### config.mk
export PLATFORM = sky130hd
export DESIGN_NAME = tcce_ctrl
export DESIGN_NICKNAME = d
export VERILOG_FILES = /design/src/rtl/core/tcce_pkg.sv /design/src/rtl/core/tcce_ctrl.sv
export SDC_FILE = /design/constraint.sdc
export NUM_CORES = 1
export LEC_CHECK = 0
export BUFFER_PORTS_ARGS = -buffer_cell sky130_fd_sc_hd__clkbuf_2
export CORE_AREA = 2 2 39 41
export DETAILED_ROUTE_END_ITERATION = 16
export DIE_AREA = 0 0 41 43
export HOLD_SLACK_MARGIN = 0.06
export SYNTH_ARGS = -nofsm -noshare
export SYNTH_HDL_FRONTEND = slang
export SYNTH_SLANG_ARGS = --single-unit
export TNS_END_PERCENT = 5
### constraint.sdc
create_clock -name i_clk -period 1.53 [get_ports i_clk]
set_input_delay 0.306 -clock i_clk [delete_from_list [all_inputs] [get_ports i_clk]]
set_output_delay 0.306 -clock i_clk [all_outputs]
set_load 0.02 [all_outputs]
### src/rtl/core/tcce_pkg.sv
// Shared types and constants for the text console cell engine.
package tcce_pkg;

    localparam logic [7:0] NEWLINE_CODE = 8'd10;
    localparam logic [7:0] SPACE_CODE   = 8'd32;
    localparam logic [7:0] RESET_COLOR  = 8'd7;

    typedef enum logic [3:0] {
        OP_PUT        = 4'd0,
        OP_PUT_COLOR  = 4'd1,
        OP_OVR        = 4'd2,
        OP_OVR_COLOR  = 4'd3,
        OP_PUT_AT     = 4'd4,
        OP_UP         = 4'd5,
        OP_DOWN       = 4'd6,
        OP_LEFT       = 4'd7,
        OP_RIGHT      = 4'd8,
        OP_BACKSPACE  = 4'd9,
        OP_CLEAR      = 4'd10,
        OP_READ       = 4'd11
    } t_opcode;

    typedef enum logic [2:0] {
        ST_INIT,
        ST_IDLE,
        ST_EXEC,
        ST_WALK,
        ST_DONE
    } t_state;

    typedef struct packed {
        logic take;
        logic exec;
        logic walk;
        logic load_out;
    } t_cmd;

    typedef struct packed {
        logic need_walk;
        logic walk_last;
    } t_sts;

endpackage

### src/rtl/core/tcce_ctrl.sv
// Controller state machine: command sequencing and output handshake.
module tcce_ctrl
    import tcce_pkg::*;
(
    input  logic i_clk,
    input  logic i_rst_n,
    input  logic i_in_valid,
    output logic o_in_ready,
    output logic o_out_valid,
    input  logic i_out_ready,
    input  t_sts i_sts,
    output t_cmd o_cmd
);

    t_state r_state, n_state;
    logic   r_out_valid, n_out_valid;
    logic   out_free;

    assign out_free = !r_out_valid || i_out_ready;

    always_comb begin
        n_state = r_state;
        unique case (r_state)
            ST_INIT: begin
                if (i_sts.walk_last) n_state = ST_IDLE;
            end
            ST_IDLE: begin
                if (i_in_valid) n_state = ST_EXEC;
            end
            ST_EXEC: begin
                n_state = i_sts.need_walk ? ST_WALK : ST_DONE;
            end
            ST_WALK: begin
                if (i_sts.walk_last) n_state = ST_DONE;
            end
            ST_DONE: begin
                if (out_free) n_state = ST_IDLE;
            end
            default: n_state = ST_IDLE;
        endcase
    end

    always_comb begin
        o_in_ready     = 1'b0;
        o_cmd          = '0;
        unique case (r_state)
            ST_INIT: o_cmd.walk = 1'b1;
            ST_IDLE: begin
                o_in_ready = 1'b1;
                o_cmd.take = i_in_valid;
            end
            ST_EXEC: o_cmd.exec = 1'b1;
            ST_WALK: o_cmd.walk = 1'b1;
            ST_DONE: o_cmd.load_out = out_free;
            default: o_cmd = '0;
        endcase
    end

    always_comb begin
        n_out_valid = r_out_valid;
        if (o_cmd.load_out) begin
            n_out_valid = 1'b1;
        end else if (i_out_ready) begin
            n_out_valid = 1'b0;
        end
    end

    always_ff @(posedge i_clk) begin
        if (!i_rst_n) begin
            r_state     <= ST_INIT;
            r_out_valid <= 1'b0;
        end else begin
            r_state     <= n_state;
            r_out_valid <= n_out_valid;
        end
    end

    assign o_out_valid = r_out_valid;

endmodule

==> results of run 1 <==
[worst max-delay path: stages, from the launching register on]
cell and delay (ns):
dfxtp_4 0.36, or2_2 0.32, a21oi_2 0.12, buf_4 0.15
[registers in the layout, indices dropped and copies added, names as in the netlist]
register and flops:
r_state 3, o_out_valid 1
[synth_stat cells]
master	number	area [um^2]
nand2b_1	1	6.260
buf_2	1	5.000
o21ai_0	2	10.01
a21oi_2	1	8.760
a21oi_1	4	20.02
mux2_4	1	15.01
buf_6	1	11.26
nor2_1	4	15.01
nand2_1	2	7.510
and2_0	1	6.260
nand3b_1	1	7.510
buf_4	1	7.510
and2b_1	1	7.510
dfxtp_1	4	80.08
clkbuf_1	1	3.750
or2_2	1	6.260
nor3b_1	2	15.01
and2_1	1	6.260
nor2b_1	5	31.28
o221a_1	1	11.26
nand3_1	1	5.000
a21boi_0	1	7.510
[final cells by class]
| class | instances | area (um^2) |
|---|---|---|
| clock buffers | 3 | 22.52 |
| fillers | 150 | 997.2 |
| multi-input cells | 30 | 197.7 |
| flip-flops and latches | 4 | 88.84 |
| well taps | 16 | 20.02 |
| repair buffers | 11 | 57.56 |
[metrics by stage]
step / worst slack, ns / std cells / util, % / hold slack [ns] / area (um^2)
2_1_floorplan: 0.07767 / 38 / - / 0.4342 / 299.0
3_3_place_gp: 0.1967 / 61 / 25.05 / 0.5750 / 346.6
3_5_place_dp: 0.1903 / 61 / 25.05 / 0.5759 / 346.6
4_1_cts: 0.005463 / 64 / 27.49 / 0.3209 / 380.4
5_1_grt: -0.02380 / 64 / 27.94 / 0.3149 / 386.6
6_report: 0.03550 / 64 / 27.94 / 0.3230 / 386.6
[cell families (layout without fill, tap and decap cells)]
kind of cell,count (synthesis),in the layout
buf+inv,4,14
flops,4,4
compound gates,9,9
mux,1,1
simple gates,20,20
[power by group through the flow]
stage	combinational (mW)	sequential (mW)	clock, mW
after floorplan	0.0661	0.114	0
after global placement	0.0748	0.124	0
after detailed placement	0.0753	0.124	0
after CTS	0.0792	0.123	0.138
after global routing	0.0873	0.125	0.149
final	0.0796	0.123	0.131
[worst max path at each step]
stage	slack, ns	startpoint	to
after detailed placement	0.19	r_state[0]$_SDFFE_PN0P_	o_cmd[1]
after floorplan	0.08	r_state[2]$_SDFFE_PN0P_	o_cmd[3]
after CTS	0.005	r_state[0]$_SDFFE_PN0P_	o_cmd[1]
after global placement	0.20	r_state[0]$_SDFFE_PN0P_	o_cmd[1]
final	0.04	r_state[0]$_SDFFE_PN0P_	o_cmd[1]
after global routing	-0.02	r_state[0]$_SDFFE_PN0P_	o_cmd[1]
[timing repair]
| item | in CTS | in global routing |
|---|---|---|
| hold buffers | 0 | 0 |
| pin swaps | 0 | 1 |
| hold endpoints to repair | 0 | 0 |
| gates resized for setup | 5 | 4 |
| buffers inserted | 0 | 0 |
| endpoints found under the setup margin | 3 | 4 |
[per-layer routing]
layer  wire length (um)  up-vias  track usage [%]
met5                  0        -                0
met4                 17        0            8.000
met3                 41        3            3.141
met2                254        9            12.19
met1                242      124            8.360
li1                   -      149                -
==> results.md, run 1 <==
- Run status: completed
- Root Driver: clkbuf_4
- Hold endpoint: r_state[1]$_SDFFE_PN0P_
- Critical Path Start Type: register
- Crit path required time: 1.22 ns
- DRC viols: 0
- Die ar.: 1763 um^2
- Area growth syn-to-layout: 31.49%
- Final antenna-violating net count: 0
- Largest family of logic cells by synthesized area: simple AND/OR/NAND/NOR gates
- Hold Path Class: in2reg
- Tot Pwr: 0.3342 mW
- Initial Util: 21.25%
- CP max FO: 11
- Leak pwr: 0.1651 nW
- Total global routing overflow: 0
- Nets: 56
- Fraction of layout cells with a size suffix above 1: about 48%
- N_diodes: 0
- Seq cells post-synth: 4
- Via density: about 4.5
- Flop pwr share: 36.9%
- Core area: approximately 1400 um^2
- Hold depth: 3
- First-pass GRT wire length: 952 um
- Total number of vias: 285
- Clock power frac: just under 40%
- Switching pwr: 0.09580 mW
- Relative slew slack: 82.95%
- Crit path time final: about 1.5 ns
- Adder-cell share of the synthesized area: 0%
- Initial DRC count: 0
- GP Congestion: approximately 0.73
- Total CTS buffers: 3
- Worst R2R Setup Slack: 0.46 ns
- TritonCTS clock tree: yes
- DPL Wire Length: 414.8 um
- Final setup vio count: 0
- Max Fclk: between 600 and 700 MHz
- CTS clk-pin slew, worst paths: ~0.040 ns
- FF-to-FF End: r_state[0]$_SDFFE_PN0P_
- Crit end category: output pin
- Top Ports: 12
- Vias in the first global route: between 200 and 300
- Comb pwr share: 23.8%
- Setup CP Type: reg2out
- Clock insertion delay at the later pin of the skew report: 0.24 ns
- Commonest cells after routing, fill and taps aside: clkbuf_2 (10), nor2b_1 (4), nor2_1 (4)
- Initial antenna violation count: 0
- DRT Pass-1 Iters: 1
- Synth Area in Simple Gates: 38.72%
- Net Count, Synth: 44
- R2R Path Start: r_state[1]$_SDFFE_PN0P_
- Setup TNS: 0 ns
- Clk_skew: 0.001891 ns
- Overall Global Routing Usage: 8.333%
- Seq/Total Area, Yosys: a little over a quarter
- Compound-cell area share of the yosys netlist: 19.57%
- Mapped cell area: 294.0 um^2
- Post-Syn Instances: 38
- Max-cap violations: 0
- Crit path DAT: 1.19 ns
- Commonest non-fill, non-tap cell in the layout: clkbuf_2
- Pint: 0.2384 mW
- Netlist cell types: 22
- Worst reg2reg path depth: 3
- Avg Cell Area, Syn: approximately 7.7 um^2
- Largest net degree at the start of global routing: 12
- Clock Tree Buf Depth: 2
- Switching share of power: 28.67%
- Sink Count: 4
- Drt wl/cell: 8.672 um
- Peak supply drop: 0.2508 mV
- Die height: about 43 um
- PD cells: 864.3 nW/um^2
- Synth Warn #: 0
- Fin crit share: 97.68%
- Row Count: 14
- HP Start: i_rst_n
- Die Width: 41 um
- RSZ-0062 raised after global routing: yes
- Htree depth: 1
- Synth Area in XOR/XNOR: 0%
- Port Buffers: 11
- Final wirelength: ~560 um
- Fin. max-slew vios: 0
- Final Hold Fails: 0
- Mux contribution to synthesized area: under 10%
- Worst slew pin tran: ~0.26 ns
Power figures use the tool's default switching activity.
==> inputs of run 2 (changes only) <==
--- a/config.mk
+++ b/config.mk
@@ -9,6 +9,7 @@
 export CORE_AREA = 2 2 39 41
 export DETAILED_ROUTE_END_ITERATION = 16
 export DIE_AREA = 0 0 41 43
+export GPL_TIMING_DRIVEN = 0
 export HOLD_SLACK_MARGIN = 0.06
 export SYNTH_ARGS = -nofsm -noshare
 export SYNTH_HDL_FRONTEND = slang
==> results.md, run 2 (synthesized netlist as in run 1, its figures left out) <==
- Crit-path cells: buf_6 -> or2_4 -> a21oi_2 -> clkbuf_8
- Hold Path Class: in2reg
- Initial antenna violation count: 0 (unchanged)
- First-pass GRT wire length: 1041 um (+9.3%)
- Die Width: 41 um (unchanged)
- Crit end category: output pin
- Clk_skew: 0.0006838 ns (-0.001208 ns)
- Root Driver: clkbuf_4
- Core area: 1384 um^2 (unchanged)
- Peak supply drop: 0.2889 mV (+15%)
- Crit path time final: 1.474 ns (-0.02018 ns)
- DPL Wire Length: 430.1 um (+3.7%)
- Inst Count DP: 65 (+6.6%)
- CTS clk-pin slew, worst paths: 0.04 ns (about the same)
- Max-cap violations: 0 (unchanged)
- GP Congestion: 0.7348 (+0.75%)
- Port Buffers: 11 (unchanged)
- DRC viols: 0 (unchanged)
- Row Count: 14 (unchanged)
- PD cells: 779.9 nW/um^2 (-9.8%)
- Leak pwr: 0.2086 nW (+26%)
- Fraction of layout cells with a size suffix above 1: 54.55% (+6.6 points)
- Max Fclk: 678.3 MHz (+1.4%)
- Final setup vio count: 0 (unchanged)
- Die height: 43 um (unchanged)
- Slowest CP cell: dfxtp_1
- DRT Pass-1 Iters: 4 (+3)
- Crit path required time: 1.22 ns (about the same)
- Total CTS buffers: 3 (unchanged)
- Via density: 4.338 (-2.6%)
- Final wirelength: 686 um (+24%)
- Vias in the first global route: 268 (-0.74%)
- Tot Pwr: 0.3698 mW (+11%)
- Total number of vias: 308 (+8.1%)
- Largest Register: r_state
- Critical Path Start Type: register
- Final Hold Fails: 0 (unchanged)
- Clock Tree Buf Depth: 2 (unchanged)
- Sink Count: 4 (unchanged)
- Die ar.: 1763 um^2 (unchanged)
- Total global routing overflow: 0 (unchanged)
- Largest net degree at the start of global routing: 11 (-1)
- Initial Util: 21.25% (unchanged)
- Max reg flops: 3 (unchanged)
- N_diodes: 0 (unchanged)
- Top Ports: 12 (unchanged)
- Relative slew slack: 84.83% (+1.9 points)
- Worst slew pin tran: 0.2271 ns (-0.02820 ns)
- Fin crit share: 96.36% (-1.3 points)
- Clock insertion delay at the later pin of the skew report: 0.23 ns (about the same)
- CP max FO: 7 (-4)
- Overall Global Routing Usage: 9.063% (+0.73 points)
- Post-route insts no fill: 71 (+11%)
- Final antenna-violating net count: 0 (unchanged)
- Run status: completed
- Crit path DAT: 1.17 ns (-0.02 ns)
- Area growth syn-to-layout: 61.28%
- Buf/Inv on CP: 2 (+1)
- Setup CP Type: reg2out
- Slowest Stage Delay on Critical Path: 0.30 ns (-0.06 ns)
- Fin. max-slew vios: 0 (unchanged)
- TritonCTS clock tree: yes
- Nets: 63 (+13%)
- Initial DRC count: 7 (+7)
- Commonest cells after routing, fill and taps aside: buf_4 (7), clkbuf_2 (7), nor2b_1 (4)
- Htree depth: 1 (unchanged)
- Drt wl/cell: 9.662 um (+11%)
- Top cell family by delay on the critical path: flip-flops
==> run 2: changes by cell type in the layout (fill, tap and decap cells not counted), sizes merged <==
cell	before	now
buf	1	10
clkbuf	13	11
==> run 2: cell type report <==
class,instances,area (um^2)
clock buffers,3,22.52
flip-flops and latches,4,82.58
well taps,16,20.02
repair buffers,15,105.1
plain buffers,3,30.03
fillers,156,909.6
multi-input cells,30,214.0
==> run 2: repair_timing <==
item | 4_1_cts | 5_1_grt
setup endpoints to repair | 4 | 4
buffers inserted | 0 | 4
pin swaps | 0 | 2
gates resized for setup | 8 | 10
hold buffers | 0 | 0
==> run 2: power breakdown <==
part	leakage (nW)	total, mW	switching [mW]	internal (mW)
clock	0.0138	0.127	0.0394	0.0875
combinational	0.161	0.128	0.0577	0.0699
sequential	0.0334	0.115	0.00439	0.111
total	0.209	0.370	0.101	0.268
==> run 2: final timing paths <==
kind,startpoint,slack (ns),depth (start not counted),end
max,r_state[1]$_SDFFE_PN0P_,0.06,4,o_cmd[1]
min,i_rst_n,0.34,3,r_state[1]$_SDFFE_PN0P_
max reg2reg,r_state[1]$_SDFFE_PN0P_,0.25,6,r_state[0]$_SDFFE_PN0P_
min reg2reg,r_state[2]$_SDFFE_PN0P_,0.58,2,r_state[2]$_SDFFE_PN0P_
==> run 2: tightest hold or removal path: cells and delay by family <==
family | cells | cell delay [ns]
buffers and inverters | 1 | 0.11
AND/OR/NAND/NOR | 1 | 0.07
AO/OA/AOI/OAI | 1 | 0.04
==> run 2: per-stage QoR <==
| step | TNS (ns) | hold slack, ns | area [um^2] | util (%) | setup slack [ns] |
|---|---|---|---|---|---|
| 6_report | 0 | 0.3419 | 474.2 | 34.27 | 0.05568 |
| 5_1_grt | -0.01467 | 0.3460 | 474.2 | 34.27 | -0.007892 |
| 4_1_cts | 0 | 0.3354 | 420.4 | 30.38 | 0.002733 |
| 3_5_place_dp | 0 | 0.5718 | 374.1 | 27.03 | 0.1624 |
| 3_3_place_gp | 0 | 0.5726 | 374.1 | 27.03 | 0.1704 |
| 2_1_floorplan | 0 | 0.4342 | 299.0 | - | 0.07767 |
==> run 2: routing by layer <==
metal  wire [um]  vias to the layer above  global-route usage, %
met1         279                      139                  10.39
met3          38                        0                  1.571
met5           0                        -                      0
met2         368                        8                  13.44
li1            -                      161                      -
met4           0                        0                  8.000
==> inputs of run 3 (changes only) <==
--- a/config.mk
+++ b/config.mk
@@ -7,6 +7,7 @@
 export LEC_CHECK = 0
 export BUFFER_PORTS_ARGS = -buffer_cell sky130_fd_sc_hd__clkbuf_2
 export CORE_AREA = 2 2 39 41
+export CTS_BUF_LIST = sky130_fd_sc_hd__clkbuf_8
 export DETAILED_ROUTE_END_ITERATION = 16
 export DIE_AREA = 0 0 41 43
 export GPL_TIMING_DRIVEN = 0
==> results.md, run 3 (synthesized netlist as in run 1, its figures left out) <==
- Clk_skew: 0.0001224 ns (-0.0005614 ns)
- Worst R2R Setup Slack: 0.32 ns (+0.07 ns)
- Clock insertion delay at the later pin of the skew report: 0.21 ns (-0.02 ns)
- Final setup vio count: 0 (unchanged)
- DPL Wire Length: 430.1 um (unchanged)
- Area growth syn-to-layout: 58.30%
- Hold Path Class: in2reg
- Final antenna-violating net count: 0 (unchanged)
- Worst Hold Slack: 0.3624 ns (+0.02041 ns)
- FF-to-FF End: r_state[0]$_SDFFE_PN0P_
- Largest Register: r_state
- RSZ-0062 raised after global routing: no
- Port Buffers: 11 (unchanged)
- Crit end category: output pin
- Die Width: 41 um (unchanged)
- GP Congestion: 0.7348 (unchanged)
- Setup CP Type: reg2out
- Total global routing overflow: 0 (unchanged)
- Vias in the first global route: 272 (+1.5%)
- DRT Pass-1 Iters: 4 (unchanged)
- Clock Tree Buf Depth: 2 (unchanged)
- Final wirelength: 674 um (-1.7%)
- Overall Global Routing Usage: 9.466% (+0.40 points)
- Initial antenna violation count: 0 (unchanged)
- Post-route insts no fill: 68 (-4.2%)
- Row Count: 14 (unchanged)
- HP Start: i_rst_n
- Worst slew pin tran: 0.2272 ns (+0.0001259 ns)
- CP max FO: 10 (+3)
- Peak supply drop: 0.3667 mV (+27%)
- Worst reg2reg path depth: 5 (-1)
- Initial DRC count: 4 (-3)
- First-pass GRT wire length: 1069 um (+2.7%)
- Leak pwr: 0.2005 nW (-3.9%)
- Initial Util: 21.25% (unchanged)
- Crit path DAT: 1.16 ns (about the same)
- Number of fill cells: 150 (-3.8%)
- Commonest non-fill, non-tap cell in the layout: clkbuf_2
- Crit-path cells: buf_6 -> or2_4 -> a21oi_2 -> clkbuf_8
- N_diodes: 0 (unchanged)
- Via density: 4.279 (-1.4%)
- Nets: 60 (-4.8%)
- Largest net degree at the start of global routing: 11 (unchanged)
- Top Ports: 12 (unchanged)
- Root Driver: clkbuf_8
- R2R Path Start: r_state[0]$_SDFFE_PN0P_
- Max-cap violations: 0 (unchanged)
- PD cells: 973.2 nW/um^2 (+25%)
- Drt wl/cell: 9.912 um (+2.6%)
- Inst Count DP: 65 (unchanged)
- Setup TNS: 0 ns (unchanged)
- CTS clk-pin slew, worst paths: 0.03 ns (about the same)
- Critical Path Source: r_state[1]$_SDFFE_PN0P_
- Sink Count: 4 (unchanged)
- Max Fclk: 683.2 MHz (+0.72%)
- Run status: completed
- Design area: 465.4 um^2 (-1.8%)
- Final Hold Fails: 0 (unchanged)
- Multi-input logic area: 214.0 um^2 (unchanged)
- Core Util, Final: 33.63% (-0.63 points)
- Commonest cells after routing, fill and taps aside: clkbuf_2 (7), buf_4 (5), nor2b_1 (4), clkbuf_8 (4)
- Core area: 1384 um^2 (unchanged)
- Fin. max-slew vios: 0 (unchanged)
- Htree depth: 1 (unchanged)
- Die height: 43 um (unchanged)
- Setup crit end: o_cmd[1]
- Fraction of layout cells with a size suffix above 1: 50.00% (-4.5 points)
- CTS Hold Bufs: 0 (unchanged)
- Die ar.: 1763 um^2 (unchanged)
- Total CTS buffers: 3 (unchanged)
- Crit path required time: 1.22 ns (about the same)
- TritonCTS clock tree: yes
- Reg area: 81.33 um^2 (-1.5%)
- Slowest CP cell: dfxtp_1
- Total number of vias: 291 (-5.5%)
- Critical Path Start Type: register
- Max reg flops: 3 (unchanged)
- Fin crit share: 95.67% (-0.69 points)
- Relative slew slack: 84.82% (about the same)
- DRC viols: 0 (unchanged)
- Crit path time final: 1.464 ns (-0.01059 ns)
- Dpl cell area: 374.1 um^2 (unchanged)
- Slowest Stage Delay on Critical Path: 0.29 ns (about the same)
[run 3: changes by cell type in the layout (fill, tap and decap cells not counted), sizes merged]
cell  delta
buf      -3
[run 3: where the power goes]
| part | leakage (nW) | internal [mW] | switching (mW) | total (mW) |
|---|---|---|---|---|
| Clock | 0.0216 | 0.167 | 0.0495 | 0.217 |
| Sequential | 0.0332 | 0.111 | 0.00434 | 0.115 |
| Combinational | 0.146 | 0.0648 | 0.0564 | 0.121 |
[run 3: layout make-up]
type | instances | area share, %
Timing Repair Buffer | 12 | 16.94
Tap cell | 16 | 4.301
Sequential cell | 4 | 17.47
Clock buffer | 3 | 8.871
Buffer | 3 | 6.452
Multi-Input combinational cell | 30 | 45.97
[run 3: how the worst min path moves through the flow]
stage,endpoint,slack [ns],cells after the start
after floorplan,o_out_valid$_SDFFE_PN0P_,0.43,1
after global placement,o_out_valid$_SDFFE_PN0P_,0.57,2
after detailed placement,r_state[1]$_SDFFE_PN0P_,0.57,3
after CTS,r_state[1]$_SDFFE_PN0P_,0.36,3
after global routing,r_state[2]$_SDFFE_PN0P_,0.38,2
final,r_state[1]$_SDFFE_PN0P_,0.36,3
[run 3: metrics by stage]
stage          power (mW)  worst slack, ns
6_report           0.4530          0.06626
5_1_grt            0.4789         0.001430
4_1_cts            0.4438          0.01384
3_5_place_dp       0.2060           0.1624
3_3_place_gp       0.2049           0.1704
2_1_floorplan      0.1799          0.07767
[run 3: critical path, delay by kind of cell, from the launching register on]
kind / cells / cell delay [ns]
buf+inv: 2 / 0.29
flops: 1 / 0.29
simple gates: 1 / 0.24
compound gates: 1 / 0.12
[run 3: metal layers]
metal  vias to the layer above  global-route usage, %  share of wire, %
met5                         -                      0                 0
met4                         0                  8.000                 0
li1                        155                      -                 -
met1                       126                  10.71                44
met2                        10                  13.44                50
met3                         0                  3.141               5.6
[run 3: timing repair]
item	in CTS	in global routing
resized for setup	7	10
setup endpoints to repair	4	3
setup buffers	0	1
